### src/rtl/ccwa_pkg.sv
// shared types, constants and arctangent table for the ccw angle core
package ccwa_pkg;

    localparam int COORD_BITS_DEF   = 16;
    localparam int ANGLE_BITS_DEF   = 16;
    localparam int CORDIC_STEPS_DEF = 16;

    // turn accumulator: 2^32 per full turn
    localparam int ACC_BITS    = 32;
    // vectors are scaled until the larger component reaches 2^NORM_MSB
    localparam int NORM_MSB    = 40;
    localparam int M_BITS      = NORM_MSB + 1;
    // headroom for cordic gain on top of the normalized magnitude
    localparam int VEC_BITS    = NORM_MSB + 5;
    // shift levels 32, 16, 8, 4, 2, 1
    localparam int NORM_LEVELS = 6;
    localparam int TAB_IDX_BITS = 5;

    localparam logic [ACC_BITS-1:0] ACC_HALF_TURN = {1'b1, {(ACC_BITS-1){1'b0}}};

    typedef logic [ACC_BITS-1:0]        t_acc;
    typedef logic signed [VEC_BITS-1:0] t_vword;

    typedef struct packed {
        t_vword x;
        t_vword y;
        t_acc   acc;
    } t_vec;

    typedef struct packed {
        logic degen;
        logic coll;
        logic same;
    } t_flags;

    // atan(2^-i) in units of 2^-32 turn, truncated
    function automatic t_acc atan_step(input logic [TAB_IDX_BITS-1:0] idx);
        t_acc res;
        case (idx)
            5'd0:    res = 32'h20000000;
            5'd1:    res = 32'h12E4051D;
            5'd2:    res = 32'h09FB385B;
            5'd3:    res = 32'h051111D4;
            5'd4:    res = 32'h028B0D43;
            5'd5:    res = 32'h0145D7E1;
            5'd6:    res = 32'h00A2F61E;
            5'd7:    res = 32'h00517C55;
            5'd8:    res = 32'h0028BE53;
            5'd9:    res = 32'h00145F2E;
            5'd10:   res = 32'h000A2F98;
            5'd11:   res = 32'h000517CC;
            5'd12:   res = 32'h00028BE6;
            5'd13:   res = 32'h000145F3;
            5'd14:   res = 32'h0000A2F9;
            5'd15:   res = 32'h0000517C;
            5'd16:   res = 32'h000028BE;
            5'd17:   res = 32'h0000145F;
            5'd18:   res = 32'h00000A2F;
            5'd19:   res = 32'h00000517;
            5'd20:   res = 32'h0000028B;
            5'd21:   res = 32'h00000145;
            5'd22:   res = 32'h000000A2;
            5'd23:   res = 32'h00000051;
            5'd24:   res = 32'h00000028;
            5'd25:   res = 32'h00000014;
            5'd26:   res = 32'h0000000A;
            5'd27:   res = 32'h00000005;
            5'd28:   res = 32'h00000002;
            5'd29:   res = 32'h00000001;
            default: res = 32'h00000000;
        endcase
        return res;
    endfunction

endpackage

### src/rtl/ccwa_out.sv
// angle difference, rounding to the output width, special cases, result register
module ccwa_out #(
    parameter int ANGLE_BITS = ccwa_pkg::ANGLE_BITS_DEF
) (
    input  logic                  i_clk,
    input  logic                  i_rst_n,
    input  logic                  i_valid,
    output logic                  o_ready,
    input  ccwa_pkg::t_acc        i_acc [2],
    input  ccwa_pkg::t_flags      i_flags,
    output logic                  o_valid,
    input  logic                  i_ready,
    output logic [ANGLE_BITS-1:0] o_angle,
    output logic                  o_degen
);
    import ccwa_pkg::*;

    localparam int RND_SHIFT = ACC_BITS - ANGLE_BITS;
    localparam logic [ANGLE_BITS-1:0] HALF_TURN = {1'b1, {(ANGLE_BITS-1){1'b0}}};

    logic                  r_v1, r_v2;
    logic                  w_rdy1, w_rdy2;
    t_acc                  r_d;
    t_flags                r_flags1;
    logic [ANGLE_BITS-1:0] r_angle;
    logic                  r_degen;
    logic [ANGLE_BITS-1:0] w_round;
    logic [ANGLE_BITS-1:0] n_angle;

    assign w_rdy2  = !r_v2 || i_ready;
    assign w_rdy1  = !r_v1 || w_rdy2;
    assign o_ready = w_rdy1;

    // round half up; a carry past one turn wraps to zero
    if (RND_SHIFT > 0) begin : g_rnd
        localparam t_acc RND_HALF = t_acc'(1) << (RND_SHIFT - 1);
        t_acc w_sum;
        assign w_sum   = r_d + RND_HALF;
        assign w_round = w_sum[ACC_BITS-1:RND_SHIFT];
    end else begin : g_nornd
        assign w_round = r_d[ANGLE_BITS-1:0];
    end

    always_comb begin
        if (r_flags1.degen) begin
            n_angle = '0;
        end else if (r_flags1.coll) begin
            n_angle = r_flags1.same ? '0 : HALF_TURN;
        end else begin
            n_angle = w_round;
        end
    end

    always_ff @(posedge i_clk) begin
        if (!i_rst_n) begin
            r_v1 <= 1'b0;
            r_v2 <= 1'b0;
        end else begin
            if (w_rdy1) r_v1 <= i_valid;
            if (w_rdy2) r_v2 <= r_v1;
        end
    end

    always_ff @(posedge i_clk) begin
        if (w_rdy1 && i_valid) begin
            r_d      <= i_acc[1] - i_acc[0];
            r_flags1 <= i_flags;
        end
        if (w_rdy2 && r_v1) begin
            r_angle <= n_angle;
            r_degen <= r_flags1.degen;
        end
    end

    assign o_valid = r_v2;
    assign o_angle = r_angle;
    assign o_degen = r_degen;

    a_degen_zero: assert property (@(posedge i_clk) disable iff (!i_rst_n)
        r_v2 && r_degen |-> r_angle == '0)
        else $error("degenerate result with nonzero angle");

    a_same_dir: assert property (@(posedge i_clk) disable iff (!i_rst_n)
        r_v1 && w_rdy2 && !r_flags1.degen && r_flags1.coll && r_flags1.same
            |=> r_angle == '0)
        else $error("same direction did not give zero");

    a_opp_dir: assert property (@(posedge i_clk) disable iff (!i_rst_n)
        r_v1 && w_rdy2 && !r_flags1.degen && r_flags1.coll && !r_flags1.same
            |=> r_angle == HALF_TURN && !r_degen)
        else $error("opposite direction did not give half a turn");

endmodule

### config.mk
export PLATFORM = sky130hd
export DESIGN_NAME = ccwa_out
export DESIGN_NICKNAME = d
export VERILOG_FILES = /design/src/rtl/ccwa_pkg.sv /design/src/rtl/ccwa_out.sv
export SDC_FILE = /design/constraint.sdc
export NUM_CORES = 1
export LEC_CHECK = 0
export BUFFER_PORTS_ARGS = -buffer_cell sky130_fd_sc_hd__buf_2
export CORE_MARGIN = 2
export CORE_UTILIZATION = 57
export DETAILED_ROUTE_END_ITERATION = 10
export HOLD_SLACK_MARGIN = 0.12
export PLACE_DENSITY = 0.95
export SYNTH_ARGS = -nofsm -noshare
export SYNTH_HDL_FRONTEND = slang
export SYNTH_SLANG_ARGS = --single-unit
### constraint.sdc
create_clock -name i_clk -period 4.5 [get_ports i_clk]
set_input_delay 0.225 -clock i_clk [delete_from_list [all_inputs] [get_ports i_clk]]
set_output_delay 0.225 -clock i_clk [all_outputs]
set_load 0.005 [all_outputs]
==> qor.yml <==
floorplan:
  die_h_um: 77.0
  coreArea_um2: 5140
  row_count: 26
  start_util_pct: 59.1
  fp.dieW_um: 77.0
  pin_count: 90
  dieArea_um2: 5930
timing:
  worst_slew_pin_slew_ns: 0.845
  post-route-period-util_pct: 51.2
  fmax_mhz: 434
  hold_violations: 0
  min_period_ns: 2.31
  final-setup-viol-count: 0
  slew_headroom_pct: 43.7
  worst_clock_skew_ns: 0.00698
  fin_tns_setup_ns: 0
  slew_viol_final: 0
  rsz0062_at_grt: "false"
  layout_setup_ws_ns: 2.19
global_route:
  antenna_found_initial: 0
  grt.busiest_layer: "met2"
  grt_pass1_wl_um: 10000
  grtUsageMet3_pct: 2.82
  grt_usage_pct: 20.4
  met2_usage_pct: 38.6
  grt_max_degree: 21
  grt_pass1_vias: 2491
  grt_overflow: 0
  grtUsageMet1_pct: 22.6
synthesis:
  ys_seq_area_share_pct: 37.9
  synth_ff_type: "edfxtp_1"
  synthTopCellsByCount: "edfxtp_1, inv_1, a21oi_1, ha_1, nand2_1"
  syn-num-nets: 429
  synth_top_area_share_pct: 36.6
  async_flop_share_pct: 0
  synthTopCellsByArea: "edfxtp_1, ha_1, a21oi_1"
  synth_top_cell_by_area: "edfxtp_1"
  synthCells: 327
  yosys.cell_types.count: 48
  yosys_warnings: 0
  synth-edff-count: 37
  syn-cell-area_um2: 3040
  avgSynthCellArea_um2: 9.29
  synth-seq-cells: 39
setup_path:
  critPathLaunchType: "input pin"
  cp.required_ns: 4.54
  crit_type: "in -> reg"
  rr_worst_depth: 6
  crit_path_end_kind: "flip-flop"
  cp_max_fo: 4
  critPathArrivalTime_ns: 2.34
clock_network:
  clk_path_buf_depth: 2
  cts_max_level: 2
  clk_pin_slew_ns: 0.06
  cts_root_buffer: "clkbuf_8"
  cts_tree: "done"
  cts_made_buffers: 5
  clock_sinks: 39
  insertion_delay_ns: 0.29
route:
  vias_per_cell: 5.37
  vias: 2636
  firstDrtPassIters: 5
  wl_um: 5810
  drtIter0Drc: 93
  drcViolationCount: 0
  wl_per_cell_um: 11.8
  final_antenna_net_count: 0
hold_path:
  hold_class: "in -> reg"
  worstHoldPathCells: 2
final_layout:
  final-instance-count-excl-fill: 491
  antennaDiodeCount: 0
  drive_gt1_share_pct: 25.2
  areaGrowthSynthToFinish_pct: 20.5
  layout.nets: 522
placed_design:
  pre_cts_ws_ns: 1.93
  gp_congestion: 0.924
  dpl.hpwl_um: 4810
  port_buffers: 89
  dp_cells: 480
run_status:
  status: "complete, no violations"
power:
  p_per_area_nw_per_um2: 264
  p_leak_nw: 1.68
  ir_drop_mv: 0.163
flow_run:
  maxCapViolCount: 0
-- critical path, cell delays in order --
cell and delay (ns):
buf_2 0.10, ha_1 0.33, a21oi_1 0.21, o22ai_1 0.11, a2111oi_1 0.45, o21ai_1 0.26, a31oi_4 0.25, nor2_1 0.07
a311o_1 0.33
-- layout by cell type (no fill, tap or decap), types with 10 or more instances in the layout --
master    count
o21ai_0      16
buf_2        89
edfxtp_1     37
xnor2_1      14
a21oi_1      32
nor2_1       22
nand2_1      24
ha_1         31
xor2_1       16
inv_1        37
a21o_1       10
-- what timing repair did --
item,in CTS,in global routing
resized for setup,0,0
hold buffers,3,0
buffers inserted,0,0
endpoints found under the hold margin,3,0
-- power by group --
part / internal, W / switching [W] / leakage (nW)
logic: 0.000133 / 0.000156 / 1.27
clock network: 0.000105 / 0.000107 / 0.0403
registers: 0.000445 / 0.0000194 / 0.371
total: 0.000684 / 0.000282 / 1.68
-- path summary, 6_finish.rpt --
kind                                            start                   endpoint  slack [ns]
worst max register to register      r_d[19]$_DFFE_PP_  o_angle[10]$_SDFFCE_PP0P_        2.69
worst max-delay path                        i_acc[10]          r_d[25]$_DFFE_PP_        2.19
worst min register to register  r_flags1[2]$_DFFE_PP_          o_degen$_DFFE_PP_        0.49
worst min-delay path                          i_rst_n       o_valid$_SDFFE_PN0P_        0.15
-- per-stage QoR --
step | area (um2) | total power [W] | hold WS [ns] | utilization [%]
2_1_floorplan | 3040 | 0.000671 | 0.324 | -
3_3_place_gp | 3550 | 0.000741 | 0.402 | 69.1
3_5_place_dp | 3550 | 0.000756 | 0.403 | 69.1
4_1_cts | 3660 | 0.000966 | 0.150 | 71.2
5_1_grt | 3660 | 0.00102 | 0.169 | 71.2
6_report | 3660 | 0.000967 | 0.152 | 71.2
-- layout make-up --
class,count,area [um2]
Sequential cell,39,1150
Clock inverter,2,7.51
Fill cell,397,1480
Clock buffer,6,72.6
Timing Repair Buffer,93,483
Tap cell,70,87.6
Inverter,37,139
Multi-Input combinational cell,244,1720
-- layer usage --
metal / part of all wire (%) / vias to the layer above
li1: - / 1362
met3: 5.8 / 15
met4: 2.3 / 0
met1: 42 / 1142
met5: 0 / -
met2: 50 / 117
-- cell families after synthesis --
family / after synthesis / share of synthesized area [%]
AND/OR/NAND/NOR: 92 / 15.1
XOR/XNOR: 30 / 8.65
AO/OA/AOI/OAI: 91 / 20.1
buffers and inverters: 44 / 5.52
adder cells (fa/ha/maj): 31 / 12.8
flip-flops: 39 / 37.9
-- state kept, by name, indices dropped and copies added (netlist names) --
register / flops
o_degen: 1
r_d: 17
o_valid: 1
r_v1: 1
r_flags1: 3
o_angle: 16
Note: power is estimated with default switching activity, not from simulation.
