### src/rtl/ccwa_pkg.sv
// shared types, constants and arctangent table for the ccw angle core
package ccwa_pkg;

    localparam int COORD_BITS_DEF   = 16;
    localparam int ANGLE_BITS_DEF   = 16;
    localparam int CORDIC_STEPS_DEF = 16;

    // turn accumulator: 2^32 per full turn
    localparam int ACC_BITS    = 32;
    // vectors are scaled until the larger component reaches 2^NORM_MSB
    localparam int NORM_MSB    = 40;
    localparam int M_BITS      = NORM_MSB + 1;
    // headroom for cordic gain on top of the normalized magnitude
    localparam int VEC_BITS    = NORM_MSB + 5;
    // shift levels 32, 16, 8, 4, 2, 1
    localparam int NORM_LEVELS = 6;
    localparam int TAB_IDX_BITS = 5;

    localparam logic [ACC_BITS-1:0] ACC_HALF_TURN = {1'b1, {(ACC_BITS-1){1'b0}}};

    typedef logic [ACC_BITS-1:0]        t_acc;
    typedef logic signed [VEC_BITS-1:0] t_vword;

    typedef struct packed {
        t_vword x;
        t_vword y;
        t_acc   acc;
    } t_vec;

    typedef struct packed {
        logic degen;
        logic coll;
        logic same;
    } t_flags;

    // atan(2^-i) in units of 2^-32 turn, truncated
    function automatic t_acc atan_step(input logic [TAB_IDX_BITS-1:0] idx);
        t_acc res;
        case (idx)
            5'd0:    res = 32'h20000000;
            5'd1:    res = 32'h12E4051D;
            5'd2:    res = 32'h09FB385B;
            5'd3:    res = 32'h051111D4;
            5'd4:    res = 32'h028B0D43;
            5'd5:    res = 32'h0145D7E1;
            5'd6:    res = 32'h00A2F61E;
            5'd7:    res = 32'h00517C55;
            5'd8:    res = 32'h0028BE53;
            5'd9:    res = 32'h00145F2E;
            5'd10:   res = 32'h000A2F98;
            5'd11:   res = 32'h000517CC;
            5'd12:   res = 32'h00028BE6;
            5'd13:   res = 32'h000145F3;
            5'd14:   res = 32'h0000A2F9;
            5'd15:   res = 32'h0000517C;
            5'd16:   res = 32'h000028BE;
            5'd17:   res = 32'h0000145F;
            5'd18:   res = 32'h00000A2F;
            5'd19:   res = 32'h00000517;
            5'd20:   res = 32'h0000028B;
            5'd21:   res = 32'h00000145;
            5'd22:   res = 32'h000000A2;
            5'd23:   res = 32'h00000051;
            5'd24:   res = 32'h00000028;
            5'd25:   res = 32'h00000014;
            5'd26:   res = 32'h0000000A;
            5'd27:   res = 32'h00000005;
            5'd28:   res = 32'h00000002;
            5'd29:   res = 32'h00000001;
            default: res = 32'h00000000;
        endcase
        return res;
    endfunction

endpackage

### src/rtl/ccwa_norm.sv
// magnitude search and power-of-two scaling of both vectors, two levels a stage
module ccwa_norm (
    input  logic             i_clk,
    input  logic             i_rst_n,
    input  logic             i_valid,
    output logic             o_ready,
    input  ccwa_pkg::t_vec   i_vec [2],
    input  ccwa_pkg::t_flags i_flags,
    output logic             o_valid,
    input  logic             i_ready,
    output ccwa_pkg::t_vec   o_vec [2],
    output ccwa_pkg::t_flags o_flags
);
    import ccwa_pkg::*;

    localparam int NSTG = (NORM_LEVELS + 1) / 2;

    logic              r_v     [NSTG+1];
    t_vec              r_vec   [NSTG+1][2];
    logic [M_BITS-1:0] r_m     [NSTG+1][2];
    t_flags            r_flags [NSTG+1];
    logic              w_rdy   [NSTG+2];

    t_vec              n_vec   [NSTG+1][2];
    logic [M_BITS-1:0] n_m     [NSTG+1][2];

    assign w_rdy[NSTG+1] = i_ready;
    for (genvar s = 0; s <= NSTG; s++) begin : g_rdy
        assign w_rdy[s] = !r_v[s] || w_rdy[s+1];
    end
    assign o_ready = w_rdy[0];

    always_comb begin
        t_vword            ay;
        logic [M_BITS-1:0] m;
        t_vword            x, y;
        int                k;
        k = 0;
        // stage 0: larger component magnitude (x is already non-negative)
        for (int l = 0; l < 2; l++) begin
            ay = (i_vec[l].y < 0) ? -i_vec[l].y : i_vec[l].y;
            n_m[0][l]   = (i_vec[l].x > ay) ? M_BITS'(i_vec[l].x) : M_BITS'(ay);
            n_vec[0][l] = i_vec[l];
        end
        // later stages: shift by k while the magnitude stays below 2^(NORM_MSB+1)
        for (int s = 1; s <= NSTG; s++) begin
            for (int l = 0; l < 2; l++) begin
                m = r_m[s-1][l];
                x = r_vec[s-1][l].x;
                y = r_vec[s-1][l].y;
                for (int j = 2 * (s - 1); j < 2 * s; j++) begin
                    if (j < NORM_LEVELS) begin
                        k = 1 << (NORM_LEVELS - 1 - j);
                        if ((m >> (M_BITS - k)) == '0) begin
                            m = m << k;
                            x = x <<< k;
                            y = y <<< k;
                        end
                    end
                end
                n_m[s][l]       = m;
                n_vec[s][l].x   = x;
                n_vec[s][l].y   = y;
                n_vec[s][l].acc = r_vec[s-1][l].acc;
            end
        end
    end

    always_ff @(posedge i_clk) begin
        if (!i_rst_n) begin
            for (int s = 0; s <= NSTG; s++) r_v[s] <= 1'b0;
        end else begin
            if (w_rdy[0]) r_v[0] <= i_valid;
            for (int s = 1; s <= NSTG; s++) begin
                if (w_rdy[s]) r_v[s] <= r_v[s-1];
            end
        end
    end

    always_ff @(posedge i_clk) begin
        if (w_rdy[0] && i_valid) begin
            r_vec[0]   <= n_vec[0];
            r_m[0]     <= n_m[0];
            r_flags[0] <= i_flags;
        end
        for (int s = 1; s <= NSTG; s++) begin
            if (w_rdy[s] && r_v[s-1]) begin
                r_vec[s]   <= n_vec[s];
                r_m[s]     <= n_m[s];
                r_flags[s] <= r_flags[s-1];
            end
        end
    end

    assign o_valid = r_v[NSTG];
    assign o_vec   = r_vec[NSTG];
    assign o_flags = r_flags[NSTG];

    // a nonzero vector always leaves with its top magnitude bit set
    a_norm_msb: assert property (@(posedge i_clk) disable iff (!i_rst_n)
        r_v[NSTG] && !r_flags[NSTG].degen |->
            r_m[NSTG][0][NORM_MSB] && r_m[NSTG][1][NORM_MSB])
        else $error("normalized magnitude out of range");

endmodule

### config.mk
export PLATFORM = sky130hd
export DESIGN_NAME = ccwa_norm
export DESIGN_NICKNAME = d
export VERILOG_FILES = /design/src/rtl/ccwa_pkg.sv /design/src/rtl/ccwa_norm.sv
export SDC_FILE = /design/constraint.sdc
export NUM_CORES = 2
export LEC_CHECK = 0
export CAP_MARGIN = 20
export CORE_ASPECT_RATIO = 1.5
export CORE_MARGIN = 2
export CORE_UTILIZATION = 37
export DETAILED_ROUTE_END_ITERATION = 12
export DONT_BUFFER_PORTS = 1
export HOLD_SLACK_MARGIN = 0.03
export PLACE_DENSITY = 0.63
export SYNTH_ARGS = -nofsm -noshare
export SYNTH_HDL_FRONTEND = slang
export SYNTH_SLANG_ARGS = --single-unit
### constraint.sdc
create_clock -name i_clk -period 32.1 [get_ports i_clk]
set_input_delay 9.63 -clock i_clk [delete_from_list [all_inputs] [get_ports i_clk]]
set_output_delay 9.63 -clock i_clk [all_outputs]
set_load 0.02 [all_outputs]
==> metrics.yaml <==
global_route:
  overflow: 0
  grt_pass1_wl_mm: 197
  grt_pass1_vias: 28740
  antenna_found_initial: 24
  track_usage: 0.191
  grt_max_degree: 153
yosys:
  ys_warn_count: 0
  synth_cells: 3481
  synthArstFlopShare: 0
  yosysUniqueCellTypes: 62
  ys_ff_latch: 1110
  synth_edf_count: 1107
  synth.yosys.seq_area_share: 0.661
  syn_nets: 3824
  synth_area_per_cell_sq_um: 14.5
  netlist_area_sq_um: 50400
  ys.flop_type: "edfxtp_1"
detailed_routing:
  wire_per_inst_microns: 25.8
  drcViolationCount: 0
  ant_nets: 0
  firstDrtPassIters: 5
  dr_total_vias: 28943
  vias_per_cell: 5.47
  drtIter0Drc: 2449
  drt_wl_total_mm: 137
finish:
  stdcell_count: 5290
  synthToLayoutAreaGrowth_pct: 11.0
  fill_cells: 12369
  drive_above_1_share: 0.0823
  fin_nets: 3779
  multi_input_area_sq_um: 16200
  regArea_sq_um: 33300
cts:
  cts_max_path_buffers: 3
  root_buffer: "clkbuf_16"
  cts_resized: 0
  cts_hold_buffers: 0
  clk_latency_ps: 730
  cts_setup_buffers: 0
  cts_tree: "done"
  cts.sinks: 1110
  htree_levels: 3
  clk_pin_slew_ps: 70
  cts_inserted_buffers: 105
floorplanning:
  dieArea_sq_um: 139000
  core.rowCount: 165
  core_sq_um: 135000
  initial_core_util: 0.373
  die_y_microns: 456
  io_pins: 500
  die_width_microns: 305
timing:
  hold_viol: 0
  fin_skew_ps: 38.7
  drv_slew: 0
  fin_setup_tns_ps: 0
  max_freq_mhz: 49.0
  setup-violations-final: 0
  min_period_ps: 20420
  period_share: 0.636
  rsz0062_at_grt: "no"
  worst_slew_pin_slew_ps: 1200
  slew_headroom: 0.195
worst_setup_path:
  critPathMaxFanout: 6
  max_stage_delay_ps: 530
  path_cells: "nor2b_1 > and2_0 > nand3_1"
  critPathArrivalTime_ps: 10790
  start_kind: "input port"
  crit_buf_inv: 0
  crit_family: "simple AND/OR/NAND/NOR gates"
  cp.required_ps: 22470
  setup.worst_path.end_class: "primary output"
  slowest_stage: "and2_0"
  crit_type: "in2out"
place:
  dp_hpwl_mm: 102
  place_congestion: 0.914
  place_inst: 5082
  portBuffers: 0
status:
  status: "finished, final reports clean"
pwr:
  powerDensity_nw_per_um2: 56.2
  p_leak_nw: 19.5
  peakVddDrop_uv: 44.6
hold_path:
  min_path_type: "reg2reg"
run:
  maxCapViolations: 0
[layer usage]
metal | track usage | share of wire | vias up
met1 | 0.227 | 0.40 | 14139
met4 | 0.0861 | 0.044 | 24
met2 | 0.307 | 0.47 | 1054
met3 | 0.0719 | 0.093 | 262
li1 | - | - | 13464
met5 | 0 | 0.0012 | -
[power breakdown]
part	switching (mW)	internal (mW)
Sequential	0.0408	1.66
Clock	0.563	0.699
Combinational	0.112	0.0661
Total	0.716	2.43
[kinds of logic (layout without fill, tap and decap cells)]
kind of cell,Yosys count,in the layout,synth area share
mux,696,696,0.139
flops,1110,1110,0.661
buf+inv,278,322,0.0208
compound gates,517,517,0.0684
simple gates,708,708,0.0738
other cells,0,12,0
xor+xnor,80,80,0.0139
fa+ha+maj,92,92,0.0228
[worst paths after layout]
kind,startpoint,end,slack (ps),depth (start not counted)
worst max register to register,r_m[1][79],r_vec[2][196],27600,8
worst min-delay path,r_vec[2][146],r_vec[3][146],410,0
worst max-delay path,i_ready,o_ready,11680,3
worst min register to register,r_vec[2][146],r_vec[3][146],410,0
[sequential cells by signal, indices dropped and copies added (netlist names)]
| signal | cells |
|---|---|
| r_m | 118 |
| r_flags | 12 |
| r_vec | 976 |
| r_v | 4 |
[Yosys cell counts, types with 4 or more instances]
library cell,instances,area [sq um]
edfxtp_1,1107,33200
mux2i_1,657,6580
nand2_1,219,822
o21ai_0,199,996
clkbuf_1,168,631
ha_1,92,1150
and2_1,75,469
inv_1,75,282
nor3_1,72,360
a22o_1,66,578
nor2_1,65,244
xor2_1,62,543
a21oi_1,60,300
or4_1,58,435
or3_1,48,300
mux2_2,39,439
nor4_1,37,231
buf_1,32,120
nand3_1,30,150
o41ai_1,28,245
and3_1,26,163
nand4_1,25,156
a21o_1,21,158
o31ai_1,21,158
a221o_1,20,200
a211oi_1,18,135
xnor2_1,18,158
nor2b_1,16,100
o22ai_1,16,100
o221ai_1,13,114
a31o_2,11,96.3
and4_1,11,96.3
nand2b_1,11,68.8
a31oi_1,9,56.3
o21a_1,6,45.0
a221oi_1,4,35.0
or2_2,4,25.0
[metrics by stage]
stage | power (mW) | setup WS (ps) | utilization | instance area [sq um] | hold WS [ps]
after floorplan | 1.87 | 923 | - | 50400 | 400
after global placement | 1.90 | 11720 | 0.388 | 52400 | 400
after detailed placement | 1.91 | 11690 | 0.388 | 52400 | 405
after CTS | 3.18 | 11670 | 0.414 | 55900 | 394
after global routing | 3.25 | 11590 | 0.414 | 55900 | 418
final | 3.14 | 11680 | 0.414 | 55900 | 411
[cell usage in the layout (no fill, tap or decap), drive strengths merged, types with 13 or more instances in the layout]
cell	Yosys	final
a21o	21	21
nor3	72	72
a21oi	60	60
or4	60	60
xor2	62	62
edfxtp	1107	1107
nor2b	16	16
o41ai	29	29
a221o	20	20
a22o	66	66
mux2	39	39
o22ai	16	16
o21ai	202	202
inv	75	83
nand3	30	30
and2	76	76
xnor2	18	18
or3	48	48
a211oi	18	18
nor4	37	37
o31ai	22	22
o221ai	13	13
and3	26	26
buf	34	50
nand2	219	219
ha	92	92
mux2i	657	657
nand4	25	25
clkinv	1	46
nor2	65	65
clkbuf	168	122
[cell type report]
type                            count  share of cell area
Tap cell                         1753              0.0392
Clock buffer                      122              0.0481
Inverter                           76             0.00510
Antenna cell                       12            0.000537
Multi-Input combinational cell   2093               0.290
Timing Repair Buffer               50             0.00694
Clock inverter                     74              0.0146
Sequential cell                  1110               0.596
[worst reg2reg max path, stage by stage, from the launching register on]
cell and delay (ps):
edfxtp_1 400, nor3_1 440, nand3_2 790, o21ai_0 470
nand2b_4 660, buf_4 680, mux2_2 460, nand2_1 60
o21ai_0 230
Note: power is estimated with default switching activity, not from simulation.
