`src/rtl/ccwa_pkg.sv`:
```
// shared types, constants and arctangent table for the ccw angle core
package ccwa_pkg;

    localparam int COORD_BITS_DEF   = 16;
    localparam int ANGLE_BITS_DEF   = 16;
    localparam int CORDIC_STEPS_DEF = 16;

    // turn accumulator: 2^32 per full turn
    localparam int ACC_BITS    = 32;
    // vectors are scaled until the larger component reaches 2^NORM_MSB
    localparam int NORM_MSB    = 40;
    localparam int M_BITS      = NORM_MSB + 1;
    // headroom for cordic gain on top of the normalized magnitude
    localparam int VEC_BITS    = NORM_MSB + 5;
    // shift levels 32, 16, 8, 4, 2, 1
    localparam int NORM_LEVELS = 6;
    localparam int TAB_IDX_BITS = 5;

    localparam logic [ACC_BITS-1:0] ACC_HALF_TURN = {1'b1, {(ACC_BITS-1){1'b0}}};

    typedef logic [ACC_BITS-1:0]        t_acc;
    typedef logic signed [VEC_BITS-1:0] t_vword;

    typedef struct packed {
        t_vword x;
        t_vword y;
        t_acc   acc;
    } t_vec;

    typedef struct packed {
        logic degen;
        logic coll;
        logic same;
    } t_flags;

    // atan(2^-i) in units of 2^-32 turn, truncated
    function automatic t_acc atan_step(input logic [TAB_IDX_BITS-1:0] idx);
        t_acc res;
        case (idx)
            5'd0:    res = 32'h20000000;
            5'd1:    res = 32'h12E4051D;
            5'd2:    res = 32'h09FB385B;
            5'd3:    res = 32'h051111D4;
            5'd4:    res = 32'h028B0D43;
            5'd5:    res = 32'h0145D7E1;
            5'd6:    res = 32'h00A2F61E;
            5'd7:    res = 32'h00517C55;
            5'd8:    res = 32'h0028BE53;
            5'd9:    res = 32'h00145F2E;
            5'd10:   res = 32'h000A2F98;
            5'd11:   res = 32'h000517CC;
            5'd12:   res = 32'h00028BE6;
            5'd13:   res = 32'h000145F3;
            5'd14:   res = 32'h0000A2F9;
            5'd15:   res = 32'h0000517C;
            5'd16:   res = 32'h000028BE;
            5'd17:   res = 32'h0000145F;
            5'd18:   res = 32'h00000A2F;
            5'd19:   res = 32'h00000517;
            5'd20:   res = 32'h0000028B;
            5'd21:   res = 32'h00000145;
            5'd22:   res = 32'h000000A2;
            5'd23:   res = 32'h00000051;
            5'd24:   res = 32'h00000028;
            5'd25:   res = 32'h00000014;
            5'd26:   res = 32'h0000000A;
            5'd27:   res = 32'h00000005;
            5'd28:   res = 32'h00000002;
            5'd29:   res = 32'h00000001;
            default: res = 32'h00000000;
        endcase
        return res;
    endfunction

endpackage

```
`src/rtl/ccwa_prep.sv`:
```
// difference vectors, degenerate and collinear detection, half-plane folding
module ccwa_prep #(
    parameter int COORD_BITS = ccwa_pkg::COORD_BITS_DEF
) (
    input  logic                         i_clk,
    input  logic                         i_rst_n,
    input  logic                         i_valid,
    output logic                         o_ready,
    input  logic signed [COORD_BITS-1:0] i_ux,
    input  logic signed [COORD_BITS-1:0] i_uy,
    input  logic signed [COORD_BITS-1:0] i_vx,
    input  logic signed [COORD_BITS-1:0] i_vy,
    input  logic signed [COORD_BITS-1:0] i_wx,
    input  logic signed [COORD_BITS-1:0] i_wy,
    output logic                         o_valid,
    input  logic                         i_ready,
    output ccwa_pkg::t_vec               o_vec [2],
    output ccwa_pkg::t_flags             o_flags
);
    import ccwa_pkg::*;

    localparam int DIFF_BITS = COORD_BITS + 1;
    localparam int PROD_BITS = 2 * DIFF_BITS;

    logic r_v1, r_v2, r_v3;
    logic w_rdy1, w_rdy2, w_rdy3;

    logic signed [DIFF_BITS-1:0] r_ax, r_ay, r_bx, r_by;
    logic                        r_degen1;

    logic signed [PROD_BITS-1:0] r_p1, r_p2;
    t_vec                        r_vec2 [2];
    logic                        r_degen2, r_same2;

    t_vec                        r_vec3 [2];
    t_flags                      r_flags3;

    logic signed [PROD_BITS-1:0] n_p1, n_p2;
    t_vec                        n_vec2 [2];
    logic                        n_same2;

    assign w_rdy3  = !r_v3 || i_ready;
    assign w_rdy2  = !r_v2 || w_rdy3;
    assign w_rdy1  = !r_v1 || w_rdy2;
    assign o_ready = w_rdy1;

    always_ff @(posedge i_clk) begin
        if (!i_rst_n) begin
            r_v1 <= 1'b0;
            r_v2 <= 1'b0;
            r_v3 <= 1'b0;
        end else begin
            if (w_rdy1) r_v1 <= i_valid;
            if (w_rdy2) r_v2 <= r_v1;
            if (w_rdy3) r_v3 <= r_v2;
        end
    end

    // stage 2: cross products, sign match, fold left half plane
    always_comb begin
        t_vword xa, ya, xb, yb;
        n_p1 = PROD_BITS'(r_ax) * PROD_BITS'(r_by);
        n_p2 = PROD_BITS'(r_ay) * PROD_BITS'(r_bx);
        n_same2 = ((r_ax < 0) == (r_bx < 0)) && ((r_ax == 0) == (r_bx == 0)) &&
                  ((r_ay < 0) == (r_by < 0)) && ((r_ay == 0) == (r_by == 0));
        xa = VEC_BITS'(r_ax);
        ya = VEC_BITS'(r_ay);
        xb = VEC_BITS'(r_bx);
        yb = VEC_BITS'(r_by);
        n_vec2[0].x   = (r_ax < 0) ? -xa : xa;
        n_vec2[0].y   = (r_ax < 0) ? -ya : ya;
        n_vec2[0].acc = (r_ax < 0) ? ACC_HALF_TURN : '0;
        n_vec2[1].x   = (r_bx < 0) ? -xb : xb;
        n_vec2[1].y   = (r_bx < 0) ? -yb : yb;
        n_vec2[1].acc = (r_bx < 0) ? ACC_HALF_TURN : '0;
    end

    always_ff @(posedge i_clk) begin
        if (w_rdy1 && i_valid) begin
            r_ax     <= DIFF_BITS'(i_ux) - DIFF_BITS'(i_vx);
            r_ay     <= DIFF_BITS'(i_uy) - DIFF_BITS'(i_vy);
            r_bx     <= DIFF_BITS'(i_wx) - DIFF_BITS'(i_vx);
            r_by     <= DIFF_BITS'(i_wy) - DIFF_BITS'(i_vy);
            r_degen1 <= ((i_ux == i_vx) && (i_uy == i_vy)) ||
                        ((i_wx == i_vx) && (i_wy == i_vy));
        end
        if (w_rdy2 && r_v1) begin
            r_p1     <= n_p1;
            r_p2     <= n_p2;
            r_vec2   <= n_vec2;
            r_degen2 <= r_degen1;
            r_same2  <= n_same2;
        end
        if (w_rdy3 && r_v2) begin
            r_vec3         <= r_vec2;
            r_flags3.degen <= r_degen2;
            r_flags3.coll  <= (r_p1 == r_p2);
            r_flags3.same  <= r_same2;
        end
    end

    assign o_valid = r_v3;
    assign o_vec   = r_vec3;
    assign o_flags = r_flags3;

endmodule

```
`config.mk`:
```
export PLATFORM = sky130hd
export DESIGN_NAME = ccwa_prep
export DESIGN_NICKNAME = d
export VERILOG_FILES = /design/src/rtl/ccwa_pkg.sv /design/src/rtl/ccwa_prep.sv
export SDC_FILE = /design/constraint.sdc
export NUM_CORES = 2
export LEC_CHECK = 0
export BUFFER_PORTS_ARGS = -buffer_cell sky130_fd_sc_hd__buf_2
export CAP_MARGIN = 25
export CORE_UTILIZATION = 25
export CTS_BUF_LIST = sky130_fd_sc_hd__clkbuf_16
export CTS_CLUSTER_DIAMETER = 150
export DETAILED_ROUTE_END_ITERATION = 8
export PLACE_DENSITY = 0.45
export SYNTH_ARGS = -nofsm -noshare
export SYNTH_HDL_FRONTEND = slang
export SYNTH_SLANG_ARGS = --single-unit
```
`constraint.sdc`:
```
create_clock -name i_clk -period 31.3 [get_ports i_clk]
set_input_delay 6.26 -clock i_clk [delete_from_list [all_inputs] [get_ports i_clk]]
set_output_delay 6.26 -clock i_clk [all_outputs]
set_load 0.02 [all_outputs]
```
==> metrics.yaml <==
status:
  outcome: "complete, no violations"
route:
  drc: 0
  vias: 26600
  ant_nets: 0
  wl_per_cell_um: 18.0
  drt-initial-drc-count: 1507
  dr.pass1.iters: 6
  wl_mm: 113
  vias_per_cell: 4.23
place:
  post-dp-hpwl_mm: 87.8
  placement.io_buffers: 286
  gp_congestion: 0.877
logic_synthesis:
  synth.area.top_cells: "edfxtp_1, fa_1, ha_1, inv_1, and2_1"
  ys_warn_count: 0
  synth_common_cells: "inv_1, fa_1, edfxtp_1"
  synth-seq-cells: 469
  synth_edf_count: 466
  synth_flop_cell: "edfxtp_1"
  synth.top_cell.area_share_pct: 33.4
  synth_seq_area_share_pct: 33.6
  syn_area_um2: 41900
  yosysTopAreaCell: "edfxtp_1"
  avgSynthCellArea_um2: 11.1
  syn_inst: 3758
  ys_types: 79
  yosysMostFrequentCell: "inv_1"
  synth-async-reset-ratio_pct: 0
finish:
  nFillCells: 17400
  area_delta_synth_final_pct: 13.8
  drive_above_1_share_pct: 11.9
  nNetsFinal: 4980
global_routing:
  antenna_found_initial: 6
  grt.total_usage_pct: 13.5
  grt_pass1_vias: 28300
  grt_max_degree: 155
  grt_first_pass_wirelength_mm: 173
  overflow: 0
floorplan:
  die_width_um: 411
  std_cell_rows: 149
  die_h_um: 411
  core_um2: 166000
  boundaryPins: 349
  dieArea_um2: 169000
  initial_utilization_pct: 25.3
clock_tree:
  cts_buffers: 56
  cts_tree: "done"
  cts_sinks: 469
  h-tree-depth: 2
  clkSlewWorstSetupHoldPaths_ps: 70
  insertion_delay_ps: 660
  clockBufferDepth: 3
  cts_setup_buffers: 0
  cts_hold_buf: 0
  clockRootBuffer: "clkbuf_16"
  post_cts_resized: 0
sta:
  worstMarginPinSlew_ps: 1070
  setup_tns_ps: 0
  skew_ps: 23.2
  drv_slew: 0
  fin_crit_sh_pct: 43.5
  clock.fmax_mhz: 73.5
  finalHoldViolCount: 0
  slew_headroom_pct: 28.9
  rsz0062_at_grt: "no"
  fin_crit_ps: 13600
  setup_viol: 0
flow_run:
  cap_violations: 0
setup_path:
  critPathMaxStageDelay_ps: 580
  r2r_cells: 23
  path_class: "input port to primary output"
  endpoint_kind: "primary output"
  cp-start-kind: "input port"
  path_cells: "buf_2 -> nor2b_1 -> nand3_1 -> buf_2"
  r2r-start: "r_ax[16]"
  crit_required_ps: 25040
  crit_arrival_ps: 7340
  cp_max_fo: 6
  crit_path_frequent_cell: "buf_2"
  cpMaxStageDelayCell: "nor2b_1"
  worst-r2r-setup-slack_ps: 24320
  rr_endpoint: "r_p1[32]"
  critPathLaunch: "i_ready"
worst_hold_path:
  hp-start: "r_vec2[207]"
  whs_path_depth: 0
  holdPathEnd: "o_vec[207]"
  hold_class: "flop to flop"
==> area by class of cell <==
type	count	area, um^2	area share, %
timing repair buffer	349	1970	4.13
antenna	1	2.50	0.00525
clock inverter	49	429	0.900
sequential	469	14100	29.5
clock buffer	56	1400	2.94
tap	2189	2740	5.75
inverter	737	2770	5.80
multi-input combinational	2425	24300	51.0
==> critical path, delay by kind of cell <==
family                 cells  cell delay, ps
buffers and inverters      2             300
and+or+nand+nor            2             770
==> worst max path at each step <==
stage | cells past startpoint | endpoint
6_report | 4 | o_ready
5_1_grt | 4 | o_ready
4_1_cts | 4 | o_ready
3_5_place_dp | 4 | o_ready
3_3_place_gp | 4 | o_ready
2_1_floorplan | 2 | r_degen2
==> registers in the layout, summed over array words and instances (netlist names), 3 cells and up <==
register  count
o_vec       162
r_bx         17
r_p2         34
o_flags       3
r_ax         17
r_ay         17
r_by         17
r_vec2      162
r_p1         34
==> kinds of logic after synthesis <==
| family | Yosys count | share of synthesized area [%] |
|---|---|---|
| XOR/XNOR | 211 | 4.41 |
| multiplexers | 1 | 0.0269 |
| AO/OA/AOI/OAI | 355 | 5.71 |
| buffers and inverters | 969 | 9.46 |
| flip-flops | 469 | 33.6 |
| AND/OR/NAND/NOR | 910 | 11.0 |
| other | 1 | 0.00896 |
| adder cells (fa/ha/maj) | 842 | 35.8 |
==> metrics by stage <==
stage          area, um^2  hold WS [ps]  util (%)  worst slack (ps)  std cells
2_1_floorplan       42300           400         -              7070       3863
3_3_place_gp        45800           401      27.6             17670       6167
3_5_place_dp        45800           405      27.6             17680       6167
4_1_cts             47600           385      28.8             17680       6272
5_1_grt             47700           403      28.8             17610       6274
6_report            47700           389      28.8             17700       6275
==> metal layers <==
layer,GRT usage [%],wire [um],vias to the layer above
met5,0,0,-
met4,3.44,2880,0
met3,2.00,5540,141
met2,22.0,52100,715
met1,18.8,52300,13500
li1,-,-,12200
==> cell usage in the layout, fill, tap and decap left out, types with 8 or more instances in the layout <==
cell,Yosys,layout
inv_1,736,745
fa_1,596,596
edfxtp_1,466,466
nand2_1,347,347
and2_1,286,286
buf_2,1,286
ha_1,246,246
xnor2_1,166,166
nor2_1,107,107
conb_1,1,106
o21ai_0,91,91
a21oi_1,73,73
buf_4,82,59
clkbuf_16,0,56
xor2_1,45,45
a21o_1,35,35
o21ai_1,24,24
nand2b_1,23,23
nand4_1,23,23
nand3_1,21,21
nor3_1,20,20
nor2b_1,19,18
or3_1,16,16
nor4_1,15,14
o31ai_1,14,14
a211oi_1,11,11
a21boi_1,11,11
a31oi_1,12,11
clkinv_1,1,10
o41ai_1,10,10
clkinv_2,0,10
inv_6,0,10
o21a_1,8,8
o21bai_1,8,8
Power is left out: the tool's default activity adds up to more than one toggle a clock period on the data nets, which glitch-free logic cannot reach.
